## src/hw/rtl/srgb_enc_pkg.sv

```systemverilog
// ----------------------------------------------------------------------------
// srgb_enc_pkg
// Shared widths, stage-enable type and the knot-table builder for the sRGB
// gamma encoder.
// ----------------------------------------------------------------------------
package srgb_enc_pkg;

    // fixed field widths
    localparam int IN_W      = 20;
    localparam int ENC_W     = 8;

    // knot values: 255 * g(t), signed, 20 fraction bits
    localparam int KNOT_W    = 30;
    localparam int KNOT_FRAC = 20;

    // defaults for the top-level parameters
    localparam int DEF_FRAC_BITS      = 16;
    localparam int DEF_CURVE_SEGMENTS = 64;

    // 255 * 12.92 * 10, linear segment gain
    localparam int LIN_GAIN_W = 16;
    localparam logic [LIN_GAIN_W-1:0] LIN_GAIN = 16'd32946;

    // per-stage load enables, shared by all channel lanes
    typedef struct packed {
        logic s1;
        logic s2;
        logic s3;
        logic s4;
    } srgb_enc_stage_en_t;

    // integer square root, bit by bit (elaboration only)
    function automatic logic [63:0] root2(input logic [63:0] n_in);
        logic [63:0] n;
        logic [63:0] res;
        logic [63:0] bitv;
        n    = n_in;
        res  = '0;
        bitv = 64'd1 << 62;
        for (int k = 0; k < 32; k++) begin
            if (bitv > n) bitv = bitv >> 2;
        end
        for (int k = 0; k < 32; k++) begin
            if (bitv != 64'd0) begin
                if (n >= res + bitv) begin
                    n   = n - (res + bitv);
                    res = (res >> 1) + bitv;
                end else begin
                    res = res >> 1;
                end
                bitv = bitv >> 2;
            end
        end
        return res;
    endfunction

    // integer cube root, binary search (elaboration only)
    function automatic logic [63:0] root3(input logic [63:0] n);
        logic [63:0] lo;
        logic [63:0] hi;
        logic [63:0] mid;
        lo = '0;
        hi = (64'd1 << 21) - 64'd1;
        for (int k = 0; k < 24; k++) begin
            if (lo < hi) begin
                mid = (lo + hi + 64'd1) >> 1;
                if (mid * mid * mid <= n) lo = mid;
                else hi = mid - 64'd1;
            end
        end
        return lo;
    endfunction

    // knot value for a Q30 position t: 255 * (1.055 * t^(5/12) - 0.055), Q20
    function automatic longint knot_from_t(input logic [63:0] t);
        logic [63:0] s;
        logic [63:0] q;
        logic [63:0] c;
        longint      p;
        longint      g;
        s = root2(t << 30);
        q = root2(s << 30);
        c = root3((s >> 10) << 40);
        p = longint'((q * c) >> 20);
        g = 64'sd1055 * p - (64'sd55 <<< 30);
        return (64'sd255 * g) / 64'sd1024000;
    endfunction

endpackage

```

## src/hw/rtl/srgb_gamma_encode_pixel_core.sv

```systemverilog
// ----------------------------------------------------------------------------
// srgb_gamma_encode_pixel_core
// sRGB gamma encoder: linear RGB pixels in, 8-bit encoded BGR pixels out.
// ----------------------------------------------------------------------------
//
//  channel  | dir | tdata                              | tlast
//  ---------+-----+------------------------------------+-----------
//  s_       | in  | lin_red, lin_green, lin_blue (20b) | last_pixel
//  m_       | out | enc_blue, enc_green, enc_red (8b)  | last_out
//
//  one pixel per clock while m_tready does not stall; each pixel passes through
//  the four register stages of each channel lane
//  aresetn (synchronous, active low) clears the stage valid bits only
//  a stall on m_tready holds the full stages; empty stages keep filling
//
module srgb_gamma_encode_pixel_core
    import srgb_enc_pkg::*;
#(
    parameter int FRAC_BITS      = DEF_FRAC_BITS,
    parameter int CURVE_SEGMENTS = DEF_CURVE_SEGMENTS
) (
    input  logic        aclk,
    input  logic        aresetn,
    input  logic        s_tvalid,
    output logic        s_tready,
    input  logic [63:0] s_tdata,   // lin_red[19:0], lin_green[39:20], lin_blue[59:40], zeros
    input  logic        s_tlast,
    output logic        m_tvalid,
    input  logic        m_tready,
    output logic [23:0] m_tdata,   // enc_blue[7:0], enc_green[15:8], enc_red[23:16]
    output logic        m_tlast
);

    localparam int STAGES = 4;

    logic [STAGES-1:0]  valid_reg, valid_next;
    logic [STAGES-1:0]  last_reg, last_next;
    logic [STAGES-1:0]  en;
    srgb_enc_stage_en_t stage_en;
    logic [ENC_W-1:0]   enc_red, enc_green, enc_blue;

    // stage enables: a stage loads when empty or when the next one loads
    always_comb begin
        en[STAGES-1] = !valid_reg[STAGES-1] || m_tready;
        for (int k = STAGES - 2; k >= 0; k--) begin
            en[k] = !valid_reg[k] || en[k+1];
        end
        stage_en.s1 = en[0];
        stage_en.s2 = en[1];
        stage_en.s3 = en[2];
        stage_en.s4 = en[3];
    end

    // valid and last travel with the data
    always_comb begin
        valid_next = valid_reg;
        last_next  = last_reg;
        if (en[0]) begin
            valid_next[0] = s_tvalid;
            last_next[0]  = s_tlast;
        end
        for (int k = 1; k < STAGES; k++) begin
            if (en[k]) begin
                valid_next[k] = valid_reg[k-1];
                last_next[k]  = last_reg[k-1];
            end
        end
    end

    always_ff @(posedge aclk) begin
        if (!aresetn) begin
            valid_reg <= '0;
        end else begin
            valid_reg <= valid_next;
        end
        last_reg <= last_next;
    end

    // channel lanes
    srgb_enc_lane #(
        .FRAC_BITS      (FRAC_BITS),
        .CURVE_SEGMENTS (CURVE_SEGMENTS)
    ) u_lane_red (
        .aclk     (aclk),
        .stage_en (stage_en),
        .lin_raw  (s_tdata[IN_W-1:0]),
        .enc_out  (enc_red)
    );

    srgb_enc_lane #(
        .FRAC_BITS      (FRAC_BITS),
        .CURVE_SEGMENTS (CURVE_SEGMENTS)
    ) u_lane_green (
        .aclk     (aclk),
        .stage_en (stage_en),
        .lin_raw  (s_tdata[2*IN_W-1:IN_W]),
        .enc_out  (enc_green)
    );

    srgb_enc_lane #(
        .FRAC_BITS      (FRAC_BITS),
        .CURVE_SEGMENTS (CURVE_SEGMENTS)
    ) u_lane_blue (
        .aclk     (aclk),
        .stage_en (stage_en),
        .lin_raw  (s_tdata[3*IN_W-1:2*IN_W]),
        .enc_out  (enc_blue)
    );

    // output channel
    assign s_tready = en[0];
    assign m_tvalid = valid_reg[STAGES-1];
    assign m_tlast  = last_reg[STAGES-1];
    assign m_tdata  = {enc_red, enc_green, enc_blue};

    // an empty output stage never blocks the input
    a_ready_when_out_empty: assert property (@(posedge aclk) disable iff (!aresetn)
        !valid_reg[STAGES-1] |-> s_tready)
        else $error("input stalled with empty output stage");

    // an accepted request lands in the first stage
    a_accept_lands: assert property (@(posedge aclk) disable iff (!aresetn)
        (s_tvalid && s_tready) |=> valid_reg[0])
        else $error("accepted request lost at stage one");

    // a held middle stage keeps its item and flag
    a_stall_holds: assert property (@(posedge aclk) disable iff (!aresetn)
        (valid_reg[2] && !en[2]) |=> (valid_reg[2] && $stable(last_reg[2])))
        else $error("stalled stage dropped its request");

endmodule

```

## src/hw/rtl/srgb_enc_lane.sv

```systemverilog
// ----------------------------------------------------------------------------
// srgb_enc_lane
// One color channel of the encoder: four-stage pipeline from a linear
// fixed-point sample to an 8-bit gamma-encoded code.
// ----------------------------------------------------------------------------
module srgb_enc_lane
    import srgb_enc_pkg::*;
#(
    parameter int FRAC_BITS      = DEF_FRAC_BITS,
    parameter int CURVE_SEGMENTS = DEF_CURVE_SEGMENTS
) (
    input  logic               aclk,
    input  srgb_enc_stage_en_t stage_en,
    input  logic [IN_W-1:0]    lin_raw,
    output logic [ENC_W-1:0]   enc_out
);

    localparam int IDX_W    = $clog2(CURVE_SEGMENTS + 1);
    localparam int POS_W    = FRAC_BITS + IDX_W;
    localparam int FULL_W   = IN_W + POS_W;
    localparam int LPROD_W  = IN_W + LIN_GAIN_W;
    localparam int LSUM_W   = LPROD_W + 1;
    localparam int PROD_W   = KNOT_W + FRAC_BITS;
    localparam logic [63:0] LIN_LIMIT = (64'd31308 << FRAC_BITS) / 64'd10000000;
    localparam logic [63:0] ONE_RAW   = 64'd1 << FRAC_BITS;
    localparam logic [LSUM_W-1:0] LIN_HALF = LSUM_W'(64'd5 << FRAC_BITS);

    // knot table, built at elaboration
    logic signed [KNOT_W-1:0] knot_tab [CURVE_SEGMENTS+1];
    for (genvar gi = 0; gi <= CURVE_SEGMENTS; gi++) begin : g_knot
        localparam logic [63:0] KnotT = (64'(gi) << 30) / CURVE_SEGMENTS;
        assign knot_tab[gi] = KNOT_W'(knot_from_t(KnotT));
    end

    // stage 1: range flags, segment position, linear product
    logic                lin1_reg, lin1_next;
    logic                big1_reg, big1_next;
    logic [POS_W-1:0]    pos1_reg, pos1_next;
    logic [LPROD_W-1:0]  lprod1_reg, lprod1_next;
    logic [FULL_W-1:0]   pos_full;

    always_comb begin
        lin1_next   = 64'(lin_raw) <= LIN_LIMIT;
        big1_next   = 64'(lin_raw) >= ONE_RAW;
        pos_full    = FULL_W'(lin_raw) * FULL_W'(CURVE_SEGMENTS);
        pos1_next   = big1_next ? '0 : pos_full[POS_W-1:0];
        lprod1_next = LPROD_W'(lin_raw) * LPROD_W'(LIN_GAIN);
    end

    always_ff @(posedge aclk) begin
        if (stage_en.s1) begin
            lin1_reg   <= lin1_next;
            big1_reg   <= big1_next;
            pos1_reg   <= pos1_next;
            lprod1_reg <= lprod1_next;
        end
    end

    // stage 2: knot lookup, linear rounding and divide by ten
    logic                     lin2_reg, big2_reg;
    logic signed [KNOT_W-1:0] k0_2_reg, k0_2_next;
    logic signed [KNOT_W-1:0] k1_2_reg, k1_2_next;
    logic [FRAC_BITS-1:0]     frac2_reg, frac2_next;
    logic [ENC_W-1:0]         lres2_reg, lres2_next;
    logic [IDX_W-1:0]         idx;
    logic [IDX_W-1:0]         idx_up;
    logic [LSUM_W-1:0]        lsum;
    logic [7:0]               lquo;
    logic [15:0]              ldiv;

    always_comb begin
        idx        = pos1_reg[FRAC_BITS +: IDX_W];
        idx_up     = IDX_W'(idx + 1'b1);
        k0_2_next  = knot_tab[idx];
        k1_2_next  = knot_tab[idx_up];
        frac2_next = pos1_reg[FRAC_BITS-1:0];
        // q / 10 == (q * 205) >> 11 for small q
        lsum       = LSUM_W'(lprod1_reg) + LIN_HALF;
        lquo       = lsum[FRAC_BITS +: 8];
        ldiv       = 16'(lquo) * 16'd205;
        lres2_next = ENC_W'(ldiv[15:11]);
    end

    always_ff @(posedge aclk) begin
        if (stage_en.s2) begin
            lin2_reg  <= lin1_reg;
            big2_reg  <= big1_reg;
            k0_2_reg  <= k0_2_next;
            k1_2_reg  <= k1_2_next;
            frac2_reg <= frac2_next;
            lres2_reg <= lres2_next;
        end
    end

    // stage 3: segment slope times fraction
    logic                     lin3_reg, big3_reg;
    logic signed [KNOT_W-1:0] k0_3_reg;
    logic [ENC_W-1:0]         lres3_reg;
    logic [PROD_W-1:0]        prod3_reg, prod3_next;
    logic [KNOT_W-1:0]        slope;

    always_comb begin
        slope      = KNOT_W'(k1_2_reg - k0_2_reg);
        prod3_next = PROD_W'(slope) * PROD_W'(frac2_reg);
    end

    always_ff @(posedge aclk) begin
        if (stage_en.s3) begin
            lin3_reg  <= lin2_reg;
            big3_reg  <= big2_reg;
            k0_3_reg  <= k0_2_reg;
            lres3_reg <= lres2_reg;
            prod3_reg <= prod3_next;
        end
    end

    // stage 4: add, round half up, saturate, pick segment
    logic [ENC_W-1:0]         enc4_reg, enc4_next;
    logic [KNOT_W-1:0]        step;
    logic signed [KNOT_W:0]   val;
    logic signed [KNOT_W:0]   rnd;
    logic [KNOT_W-KNOT_FRAC-1:0] rounded;
    logic [ENC_W-1:0]         curve;

    always_comb begin
        step    = prod3_reg[FRAC_BITS +: KNOT_W];
        val     = {k0_3_reg[KNOT_W-1], k0_3_reg} + $signed({1'b0, step});
        rnd     = val + $signed((KNOT_W+1)'(1) <<< (KNOT_FRAC - 1));
        rounded = rnd[KNOT_W-1:KNOT_FRAC];
        if (val < 0) begin
            curve = '0;
        end else if (rounded > (KNOT_W-KNOT_FRAC)'(255)) begin
            curve = '1;
        end else begin
            curve = rounded[ENC_W-1:0];
        end
        if (lin3_reg) begin
            enc4_next = lres3_reg;
        end else if (big3_reg) begin
            enc4_next = '1;
        end else begin
            enc4_next = curve;
        end
    end

    always_ff @(posedge aclk) begin
        if (stage_en.s4) begin
            enc4_reg <= enc4_next;
        end
    end

    assign enc_out = enc4_reg;

endmodule
```

## config.mk

```make
export PLATFORM = sky130hd
export DESIGN_NAME = srgb_gamma_encode_pixel_core
export DESIGN_NICKNAME = d
export VERILOG_FILES = /design/src/hw/rtl/srgb_enc_pkg.sv /design/src/hw/rtl/srgb_gamma_encode_pixel_core.sv /design/src/hw/rtl/srgb_enc_lane.sv
export SDC_FILE = /design/constraint.sdc
export NUM_CORES = 2
export LEC_CHECK = 0
export BUFFER_PORTS_ARGS = -buffer_cell sky130_fd_sc_hd__buf_2
export CAP_MARGIN = 30
export CORE_AREA = 3 3 451 453
export CTS_BUF_LIST = sky130_fd_sc_hd__clkbuf_8
export DETAILED_ROUTE_END_ITERATION = 12
export DIE_AREA = 0 0 454 456
export GPL_ROUTABILITY_DRIVEN = 0
export SLEW_MARGIN = 40
export SYNTH_ARGS = -nofsm -noshare
export SYNTH_HDL_FRONTEND = slang
export SYNTH_SLANG_ARGS = --single-unit
```

## constraint.sdc

```tcl
create_clock -name aclk -period 8.9 [get_ports aclk]
set_input_delay 0.445 -clock aclk [delete_from_list [all_inputs] [get_ports aclk]]
set_output_delay 0.445 -clock aclk [all_outputs]
set_load 0.01 [all_outputs]
```

# After elaboration in Yosys (flattened, before gate mapping)
# Memory sizes are Yosys's and may differ from the RTL's. A register that Yosys moved wholly into a read port is not among the register bits.
# Index checks and enable logic that the tools add are counted.
# classes
bitwise_logic,6
reduce_logical,8
n_lt_le_gt_ge,12
add_sub_neg,15
multipliers,9
muxes,12
# op_table
cell,n
30-bit by 16-bit multiplier with 46-bit output,3
31-bit by 30-bit adder with 31-bit output,3
31-bit by 1-bit < comparator with 1-bit output (second input constant),3
30-bit by 21-bit adder with 30-bit output (second input constant),3
30-bit subtractor,3
24-bit by 19-bit adder with 24-bit output (second input constant),3
8-bit 2-to-1 mux,9
20-bit by 15-bit multiplier with 23-bit output (second input constant),3
20-bit by 17-bit >= comparator with 1-bit output (second input constant),3
20-bit by 8-bit <= comparator with 1-bit output (second input constant),3
8-bit by 8-bit multiplier with 16-bit output (second input constant),3
7-bit NOT with 8-bit output,6
10-bit by 8-bit > comparator with 1-bit output (second input constant),3
7-bit by 1-bit adder with 7-bit output (second input constant),3
5-bit 2-to-1 mux,3
1-bit logical NOT,4
1-bit logical OR,4
# totals
mem_bits_ro,23040
out_inout_bits,27
in_bits,69
n_memories,6
word_cells,124
reg_bits,494
# memory_table
name,words,word_bits,rd,rd_clocked_by_memory_dff,write_ports,line,text
(no name shown),128,30,1,1,0,srgb_enc_lane.sv:74,k0_2_next = knot_tab[idx];
(no name shown),128,30,1,1,0,srgb_enc_lane.sv:75,k1_2_next = knot_tab[idx_up];
(no name shown),128,30,1,1,0,srgb_enc_lane.sv:74,
(no name shown),128,30,1,1,0,srgb_enc_lane.sv:75,
(no name shown),128,30,1,1,0,srgb_enc_lane.sv:75,
(no name shown),128,30,1,1,0,srgb_enc_lane.sv:74,

# Logic depth before layout (Yosys ltp)
# logic_depth
ltp_word,7
ltp_mapped,37
ltp_nobuf,37

# Hierarchy
# Synthesis repeated with hierarchy kept, for this count alone.
# unflattened
hier_cells,9391
area_unflattened_um2,83256.1
# modules_own_cells
mod,area_per_inst_um2,instances,seq_area_each_um2,cells_each
srgb_enc_lane (u_lane_blue),27705.3,1,5285.1,3121
srgb_enc_lane (u_lane_green),27662.8,1,5285.1,3127
srgb_enc_lane (u_lane_red),27604.0,1,5285.1,3122
srgb_gamma_encode_pixel_core,284.0,1,200.2,21

# Least setup slack after synthesis
# OpenSTA, ideal clock, no wires.
# synth_path
kind,reg-to-reg
start,reg u_lane_red.k1_2_reg[2]
end,reg u_lane_red.prod3_reg[45] (data pin)
path_stages_with_launch,36
slack_ns,0.698
required_ns,8.638
n_path_buf,0
t_arrival_ns,7.940
path_cell_list,edfxtp_1 ha_1 nor2b_1 o21a_1 o21ai_1 a21oi_1 o21a_1 o31a_1 o21a_1 nor2_1 o21ai_0 a21oi_1 xnor2_1 nand2_1 fa_1 fa_1 inv_1 fa_1 inv_1 fa_1 inv_1 fa_1 ha_1 ha_1 a21o_1 a211o_1 and3_1 a22o_1 o21bai_1 a21o_1 a31oi_1 a21o_1 a21oi_1 nor2b_1 a211oi_1 xnor2_1
# synth_between
elab_chain_cells,2
# synth_rtl
element,line,text
start: declaration,srgb_enc_lane.sv:62,"logic signed [KNOT_W-1:0] k1_2_reg, k1_2_next;"
30-bit subtractor,srgb_enc_lane.sv:103,slope = KNOT_W'(k1_2_reg - k0_2_reg);
30-bit by 16-bit multiplier with 46-bit output,srgb_enc_lane.sv:104,prod3_next = PROD_W'(slope) * PROD_W'(frac2_reg);
named net u_lane_red.prod3_next[45],srgb_enc_lane.sv:99,"logic [PROD_W-1:0] prod3_reg, prod3_next;"
end signal: assignment,srgb_enc_lane.sv:113,prod3_reg <= prod3_next;
end: declaration,srgb_enc_lane.sv:99,
# The timed path passes the listed nets, and every way through them passes these cells.
# A chain may end at the register's enable or synchronous reset.

# Worst setup path in the final report
# layout_path
start,reg u_lane_green.k0_2_reg[0]
end,reg u_lane_green.prod3_reg[45] (data pin)
# layout_between
elab_chain_cells,2
# layout_rtl
element,line,text
start: declaration,srgb_enc_lane.sv:61,"logic signed [KNOT_W-1:0] k0_2_reg, k0_2_next;"
30-bit subtractor,srgb_enc_lane.sv:103,
30-bit by 16-bit multiplier with 46-bit output,srgb_enc_lane.sv:104,
named net u_lane_green.prod3_next[45],srgb_enc_lane.sv:99,
end signal: assignment,srgb_enc_lane.sv:113,
end: declaration,srgb_enc_lane.sv:99,
# The timed path passes the listed nets, and every way through them passes these cells.

==> out/results.ini <==
[grt]
grt_start_max_net_pins = 101
grt_overflow = 0
grt_pass1_vias = 66300
grt.total_usage_pct = 21.2
grt_pass1_wl_mm = 358
busiest_layer = met2
grtUsageMet2_pct = 34.5
antenna_found_initial = 6
met1_usage_pct = 28.1
met3_usage_pct = 3.63

[synth]
syn_nets = 10900
synth_adder_area_share_pct = 37.8
synth_top_family_by_area = adder cells
synth_flop_cell = edfxtp_1
ys_ff_latch = 536
async_flop_share_pct = 0
ys_seq_area_share_pct = 20.1
synth_top_area_cell = fa_1
synth.most_common_cell = inv_1
synth_cells = 8896
ys_top_cells_by_count = inv_1, ha_1, nand2_1
synth-compound-area-share_pct = 15.3
yosysWarningCount = 0
synth.area.top_cells = fa_1, edfxtp_1, ha_1
synth-xor-area-share_pct = 3.56
yosysUniqueCellTypes = 99
synthSimpleGateAreaFrac_pct = 14.7
muxShareOfSynthArea_pct = 0.472
syn_avg_cell_area_um2 = 8.97
synth_edf_count = 532
synth_top_area_share_pct = 20.6
synthesis.area_um2 = 79800

[detailed_routing]
drc = 0
drt-total-wl_mm = 221
first_pass_iters = 12
ant_nets = 0
viasPerCell = 5.60
wl_per_cell_um = 19.0
drtIter0Drc = 6347
vias = 65100

[setup_path]
rr_startpoint = u_lane_green.k0_2_reg[0]
max_stage_delay_ps = 570
reg2reg_slack_ps = 430
arrival_ps = 9020
reg2reg_to = u_lane_green.prod3_reg[45]
worstPathRequired_ps = 9450
worstRegToRegCells = 35
crit_path_top_delay_cell = fa_1
crit_fanout = 10
critPathKind = register to register
critPathCaptureType = register
critPathLaunchType = register

[sta]
fin_crit_ps = 8470
setup_violations = 0
fin_crit_sh_pct = 95.2
final-hold-violation-count = 0
relSlewSlack_pct = 33.7
fin_worst_skew_ps = 28.2
final_max_slew_viol_count = 0
worst_slew_pin_slew_ps = 994
fin_setup_tns_ps = 0
timing.fmax_mhz = 118

[worst_hold_path]
min-delay-start = s_tdata[22]
hold_depth = 3
holdCritPathClass = primary input to register
hold-path-endpoint = u_lane_green.pos1_reg[8]

[clock_network]
h-tree-depth = 3
cts-root-buf = clkbuf_8
clkSinkCount = 536
clockBufferDepth = 3
cts_tree = yes
clkLatencyLatePin_ps = 790
numCtsBuffers = 97
clkTransAtPathRegs_ps = 60

[power]
p_per_area_nw_per_um2 = 195
peakVddDrop_mv = 1.15
p_leak_nw = 41.4

[die]
rows = 164
ios = 96
start_util_pct = 39.9
coreArea_um2 = 200000
dieArea_um2 = 207000
die_x_um = 454
die_h_um = 456

[finish]
drive_gt1_share_pct = 6.85
area_growth_pct = 8.15
fin_cells = 11600
layout.nets = 10900
nFillCells = 19500

[placed_design]
portBuffers = 91
placedCellCount = 11400
hpwl_mm = 168

[run_status]
status = complete, no violations

[job]
drv_cap = 0

-- worst max-delay path, delay by kind of cell (launching register included) --
family                     cells  cell delay (ps)
xor gates and xnor gates       2              280
AOI/OAI and AO/OA             19             3300
and+or+nand+nor                2              210
DFF                            1              380
adders and majority gates      9             3720
buffers and inverters          3              320
-- timing repair --
action	CTS	global route
endpoints found under the setup margin	2	36
endpoints found under the hold margin	5	0
gates cloned	0	0
pin swaps	0	8
setup buffers	0	5
hold buffers	6	0
resized for setup	1	39
-- cell type report --
type	count	area (µm²)	area share (%)
antenna	6	15.0	0.0174
clock buffer	99	1360	1.58
clock inverter	77	587	0.680
inverter	1242	4670	5.42
multi-input combinational	6667	57800	67.0
sequential	536	16100	18.6
tap	2656	3320	3.85
timing repair buffer	337	2410	2.79
-- stage by stage --
step	power, mW	utilization, %	hold slack [ps]	instance area (µm²)	worst slack (ps)
3_5_place_dp	14.5	42.0	405	83900	-11.8
5_1_grt	18.9	43.2	75.5	86200	-25.1
3_3_place_gp	14.2	41.9	401	83700	154
4_1_cts	17.1	43.1	16.7	86000	16.2
6_report	16.8	43.2	114	86300	427
2_1_floorplan	11.7	-	400	79800	698
-- cells by family after synthesis --
kind of cell,after synthesis
compound gates,1883
xor+xnor,323
fa+ha+maj,1921
buf+inv,1693
flops,536
mux,27
simple gates,2513
-- power breakdown --
| part | switching (mW) | internal (mW) | total [mW] |
|---|---|---|---|
| Clock | 1.11 | 1.28 | 2.39 |
| Sequential | 0.172 | 3.49 | 3.66 |
| Combinational | 5.93 | 4.81 | 10.7 |
-- layer usage --
metal,vias to the layer above,part of all wire [%]
met1,31800,42
met4,2,4.0
met2,2511,47
met5,-,0.0059
li1,30200,-
met3,559,7.3
-- worst max-delay path by stage --
stage | start | end | slack (ps) | cells past startpoint
after CTS | u_lane_red.k0_2_reg[0] | u_lane_red.prod3_reg[44] | 20 | 37
after global placement | u_lane_green.k0_2_reg[0] | u_lane_green.prod3_reg[42] | 150 | 35
after global routing | u_lane_green.k0_2_reg[0] | u_lane_green.prod3_reg[39] | -30 | 36
after floorplan | u_lane_red.k1_2_reg[2] | u_lane_red.prod3_reg[45] | 700 | 35
final | u_lane_green.k0_2_reg[0] | u_lane_green.prod3_reg[45] | 430 | 35
after detailed placement | u_lane_green.k0_2_reg[0] | u_lane_green.prod3_reg[42] | -10 | 35
-- cell usage in the layout, fill, tap and decap left out, types with 74 or more instances in the layout --
master    count
inv_1      1248
ha_1       1095
nand2_1     942
fa_1        817
nor2_1      569
edfxtp_1    532
a21oi_1     524
o21ai_0     391
and2_1      353
buf_4       219
xnor2_1     189
a211oi_1    164
nand3_1     156
nor3_1      127
o211ai_1    119
a21o_1      119
xor2_1       99
clkbuf_8     99
nor2b_1      94
buf_2        91
a311oi_1     77
a31oi_1      74
Note: power is estimated with default switching activity, not from simulation.
